===== config.mk =====
export PLATFORM = sky130hd
export DESIGN_NAME = ldps_csub
export DESIGN_NICKNAME = d
export VERILOG_FILES = /design/src/sv/ldps_pkg.sv /design/src/sv/ldps_csub.sv
export SDC_FILE = /design/constraint.sdc
export NUM_CORES = 1
export LEC_CHECK = 0
export ABC_AREA = 1
export BUFFER_PORTS_ARGS = -buffer_cell sky130_fd_sc_hd__buf_4
export CAP_MARGIN = 5
export CORE_UTILIZATION = 40
export DETAILED_ROUTE_END_ITERATION = 6
export PLACE_DENSITY = 0.67
export SLEW_MARGIN = 10
export SYNTH_ARGS = -nofsm -noshare
export SYNTH_HDL_FRONTEND = slang
export SYNTH_SLANG_ARGS = --single-unit

===== constraint.sdc =====
create_clock -name vclk -period 2.4
set_input_delay 0.36 -clock vclk [all_inputs]
set_output_delay 0.36 -clock vclk [all_outputs]
set_load 0.02 [all_outputs]

===== src/sv/ldps_pkg.sv =====
`default_nettype none

package ldps_pkg;

	// Fixed field widths of the request and result channels
	localparam int LIMIT_W = 11;
	localparam int OUT_W   = 10;

	// First divisor searched
	localparam int FIRST_DIVISOR = 2;

	// Remainder reduction: r*10 < 16*d, so four restoring passes (8d, 4d, 2d, d)
	localparam int MOD_PASSES = 4;
	localparam int SHIFT_W    = $clog2(MOD_PASSES);

	typedef enum logic [2:0] {
		S_CLEAR,
		S_IDLE,
		S_NEXT_DIV,
		S_READ,
		S_CHECK,
		S_MOD,
		S_FINISH
	} state_t;

endpackage

`default_nettype wire


===== src/sv/ldps_csub.sv =====
`default_nettype none

// Shared compare-subtract: one restoring pass of acc mod (divisor << shift)
module ldps_csub #(
	parameter int ACC_W = 14,
	parameter int D_W   = 10
) (
	input  wire logic [ACC_W-1:0]            acc,
	input  wire logic [D_W-1:0]              divisor,
	input  wire logic [ldps_pkg::SHIFT_W-1:0] shift,
	output logic      [ACC_W-1:0]            res
);
	import ldps_pkg::*;

	logic [ACC_W-1:0] dshift;

	always_comb begin
		dshift = ACC_W'(divisor) << shift;
		res    = (acc >= dshift) ? (acc - dshift) : acc;
	end

endmodule

`default_nettype wire


Word level (Yosys, flattened, before mapping) --
Cells that the tools add are included. W data, S select, Z words.
Storage, ports and cells: register bits after elaboration 0, bits of input ports 26, output and inout port bits 14, word-level logic and storage cells 4
Cells by class: add/subtract/negate cells 1, $lt $le $gt $ge 1, shifts and indexed selects 1, muxes and demuxes 1
Operators by type and width (count):
- $ge A14 B14 Y1 | 1
- $mux W14 | 1
- $shl A10 B2 Y14 | 1
- $sub A14 B14 Y14 | 1

Logic depth before layout (Yosys ltp) --
word-level depth 3, mapped depth 16, mapped depth without buffers 15

Worst setup path before layout --
No wires, ideal clock.
path kind input to output, start point input shift[0] in the netlist's numbering, end point output res[0], data arrival time 2253 ps, data required time 2040 ps, path slack -213 ps, stages 12, buffers on the path 1, cells stage by stage clkbuf_1 > nand2_1 > nand3_1 > o21ai_0 > ha_1 > nand2_1 > inv_1 > a21oi_2 > inv_1 > nand2_1 > nand3_4 > o21ai_0
On the way: word-level cells in the longest chain between the ends 3, elaborated cells on any way between the ends 4, classes of those cells add/sub: 1; order compare: 1; shift: 1; mux: 1
Ends and longest elaborated chain:
- from (decl) | RTL line ldps_csub.sv:10 | input wire logic [ldps_pkg::SHIFT_W-1:0] shift,
- $shl A10 B2 Y14 (*) | RTL line ldps_csub.sv:18 | dshift = ACC_W'(divisor) << shift;
- $sub A14 B14 Y14 or $ge A14 B14 Y1 (tied branches) | RTL line ldps_csub.sv:19 | res = (acc >= dshift) ? (acc - dshift) : acc;
- $mux W14 (*) | RTL line ldps_csub.sv:19
- to (decl) | RTL line ldps_csub.sv:11 | output logic [ACC_W-1:0] res
Every way passes the cells marked *; elsewhere a longest branch is shown, timed or not.

Worst setup path after layout --
Same ends and word-level chain as after synthesis.

==> results.tsv <==
metric	value	unit
DRT Pass-1 Iters	4	
max_slew headroom	0.826	
GRT met1 Usage	0.336	
drt total wl	4390	um
Netlist cell types	19	
initial antenna violation count	0	
Critical-path top delay cell	ha_4	
worst-path fanout max	8	
Yosys top cell area share	0.355	
Post-synth top cells	nand2_1 (122), inv_1 (42), nand3_1 (23), ha_1 (15), nor2_1 (15)	
Initial DRC Count	41	
Overflow after GRT	0	
Tmin final	2.66	ns
Final Hold Vio Count	0	
DRC	0	
RePlAce Congestion	0.859	
critical-path cell list	buf_12 -> buf_8 -> nand2_4 -> o21ai_4 -> or2_4 -> ha_4 -> nand2_4 -> nor2_4 -> nand2_2 -> nor2_4 -> nor2_4 -> nand3_4 -> buf_8 -> nand2_4 -> o21ai_2 -> buf_6	
Final Net Count	391	
gr usage total	0.258	
crit path capture type	output port	
Worst EP arrival	2.30	ns
Max IR drop VDD	0.193	mV
status	complete, but fails checks	
Levels on crit path	16	
violated checks	setup timing	
CP Launch Type	primary input	
detailed placer's ending HPWL	3270	um
FP Rows	20	
Pleak	1.34	nW
Setup-failing EPs final	14	
GR Util met2	0.472	
Synth Warn #	0	
Worst Hold Class	in -> out	
busiest layer in global routing	met2	
pre-CTS setup slack	-0.424	ns
PD cells	364	nW/um^2
port bufs	40	
FFs & Latches	0	
Core ar.	3050	um^2
final slew viol count	0	
die area	3460	um^2
Area after DPL	1980	um^2
critical path type	in -> out	
number of clock buffers in the layout	0	
layout cells sized above 1	0.513	
Filler Cells Inserted	228	
Synth Cell Area	1290	um^2
Max-Cap Viols	0	
slowest stage delay, CP	0.29	ns
CP bufs+invs	4	
GR Util met3	0.00659	
syn_area_per_cell	4.93	um^2
fmax	376	MHz
Final ANT Viol Nets	0	
cell count after synthesis	262	
area of the multi-input gates	1480	um^2
crit path to	res[0]	
vias in the first global route	1643	
drt wl/cell	11.2	um
post-synth top area cell	nand2_1	
Slew @ Worst Pin	0.260	ns
FF/Latch Area	0	um^2
Starting Density	0.423	
largest net degree at the start of global routing	14	
CP required	2.04	ns
synth top area cells	nand2_1 (35%), ha_1 (15%), inv_1 (12%), nand3_1 (8.9%), o21ai_0 (5.4%)	
final worst slack	-0.257	ns
Worst setup startpoint	shift[0]	
hold_buf cts	0	
vias	1867	
die width	58.8	um
Syn Nets	304	
Ports	40	
antenna diode count	0	
CP delay by family, top	simple AND/OR/NAND/NOR gates	
design area	2490	um^2
Die Span Y	58.8	um
worst hold slack	1.03	ns
period utilization	1.11	
most numerous cell in the Yosys netlist	nand2_1	
RSZ-0062 raised after global routing	yes	
P&R area growth vs syn	92.5	%
routed vias/inst	4.77	
register area share after synthesis	0	
first-pass GRT wire length	6930	um
[worst min path at each step]
| stage | startpoint | to | slack (ns) | cells past startpoint |
|---|---|---|---|---|
| CTS | acc[6] | res[6] | 1.02 | 4 |
| finish | acc[2] | res[2] | 1.03 | 4 |
| global route | acc[6] | res[6] | 1.05 | 4 |
| floorplan | acc[1] | res[1] | 0.86 | 2 |
| global placement | acc[2] | res[2] | 1.03 | 4 |
| detailed placement | acc[5] | res[5] | 1.03 | 4 |
[routing by layer]
layer / part of all wire / vias to the layer above
met5: 0 / -
met3: 0.033 / 8
met4: 0.017 / 0
li1: - / 984
met1: 0.42 / 829
met2: 0.53 / 46
[what timing repair did]
item                                    4_1_cts  5_1_grt
resized for setup                           100       32
buffers inserted                              3        2
endpoints found under the setup margin       14       14
pin swaps                                    24       21
[stage by stage]
stage	setup TNS (ns)	util	instances	power (W)
detailed placement	-5.57	0.649	387	0.000689
CTS	-1.86	0.763	389	0.000836
global placement	-5.12	0.649	387	0.000683
floorplan	-0.0282	-	262	0.000402
global route	-4.02	0.814	391	0.000985
finish	-2.97	0.814	391	0.000904
[layout make-up]
class,instances,share of cell area
inverter,43,0.0715
multi-input combinational,214,0.595
timing repair buffer,90,0.312
tap,44,0.0221
[report_power, final]
| group | internal, W | total, W | leakage (nW) | switching (W) |
|---|---|---|---|---|
| Clock | 0 | 0 | 0 | 0 |
| Combinational | 0.000434 | 0.000904 | 1.34 | 0.000470 |
| Sequential | 0 | 0 | 0 | 0 |
[cells by family (layout without fill, tap and decap cells)]
kind of cell	count (synthesis)	in the layout	synth area share
multiplexers	1	1	0.00775
adder cells (fa/ha/maj)	16	16	0.161
AND/OR/NAND/NOR	170	170	0.547
buffers and inverters	48	133	0.153
XOR/XNOR	7	7	0.0475
AO/OA/AOI/OAI	20	20	0.0833
[placed cells by master, fill, tap and decap left out, drive strengths merged]
master,netlist,routed
a21oi,6,6
inv,43,42
fa,1,1
nand3,25,25
nor2,15,15
nand4,4,4
or2,2,2
ha,15,15
nand2,122,122
xor2,7,7
o21ai,14,14
mux2i,1,1
buf,2,90
and2,2,2
clkinvlp,0,1
Power figures use the tool's default switching activity.
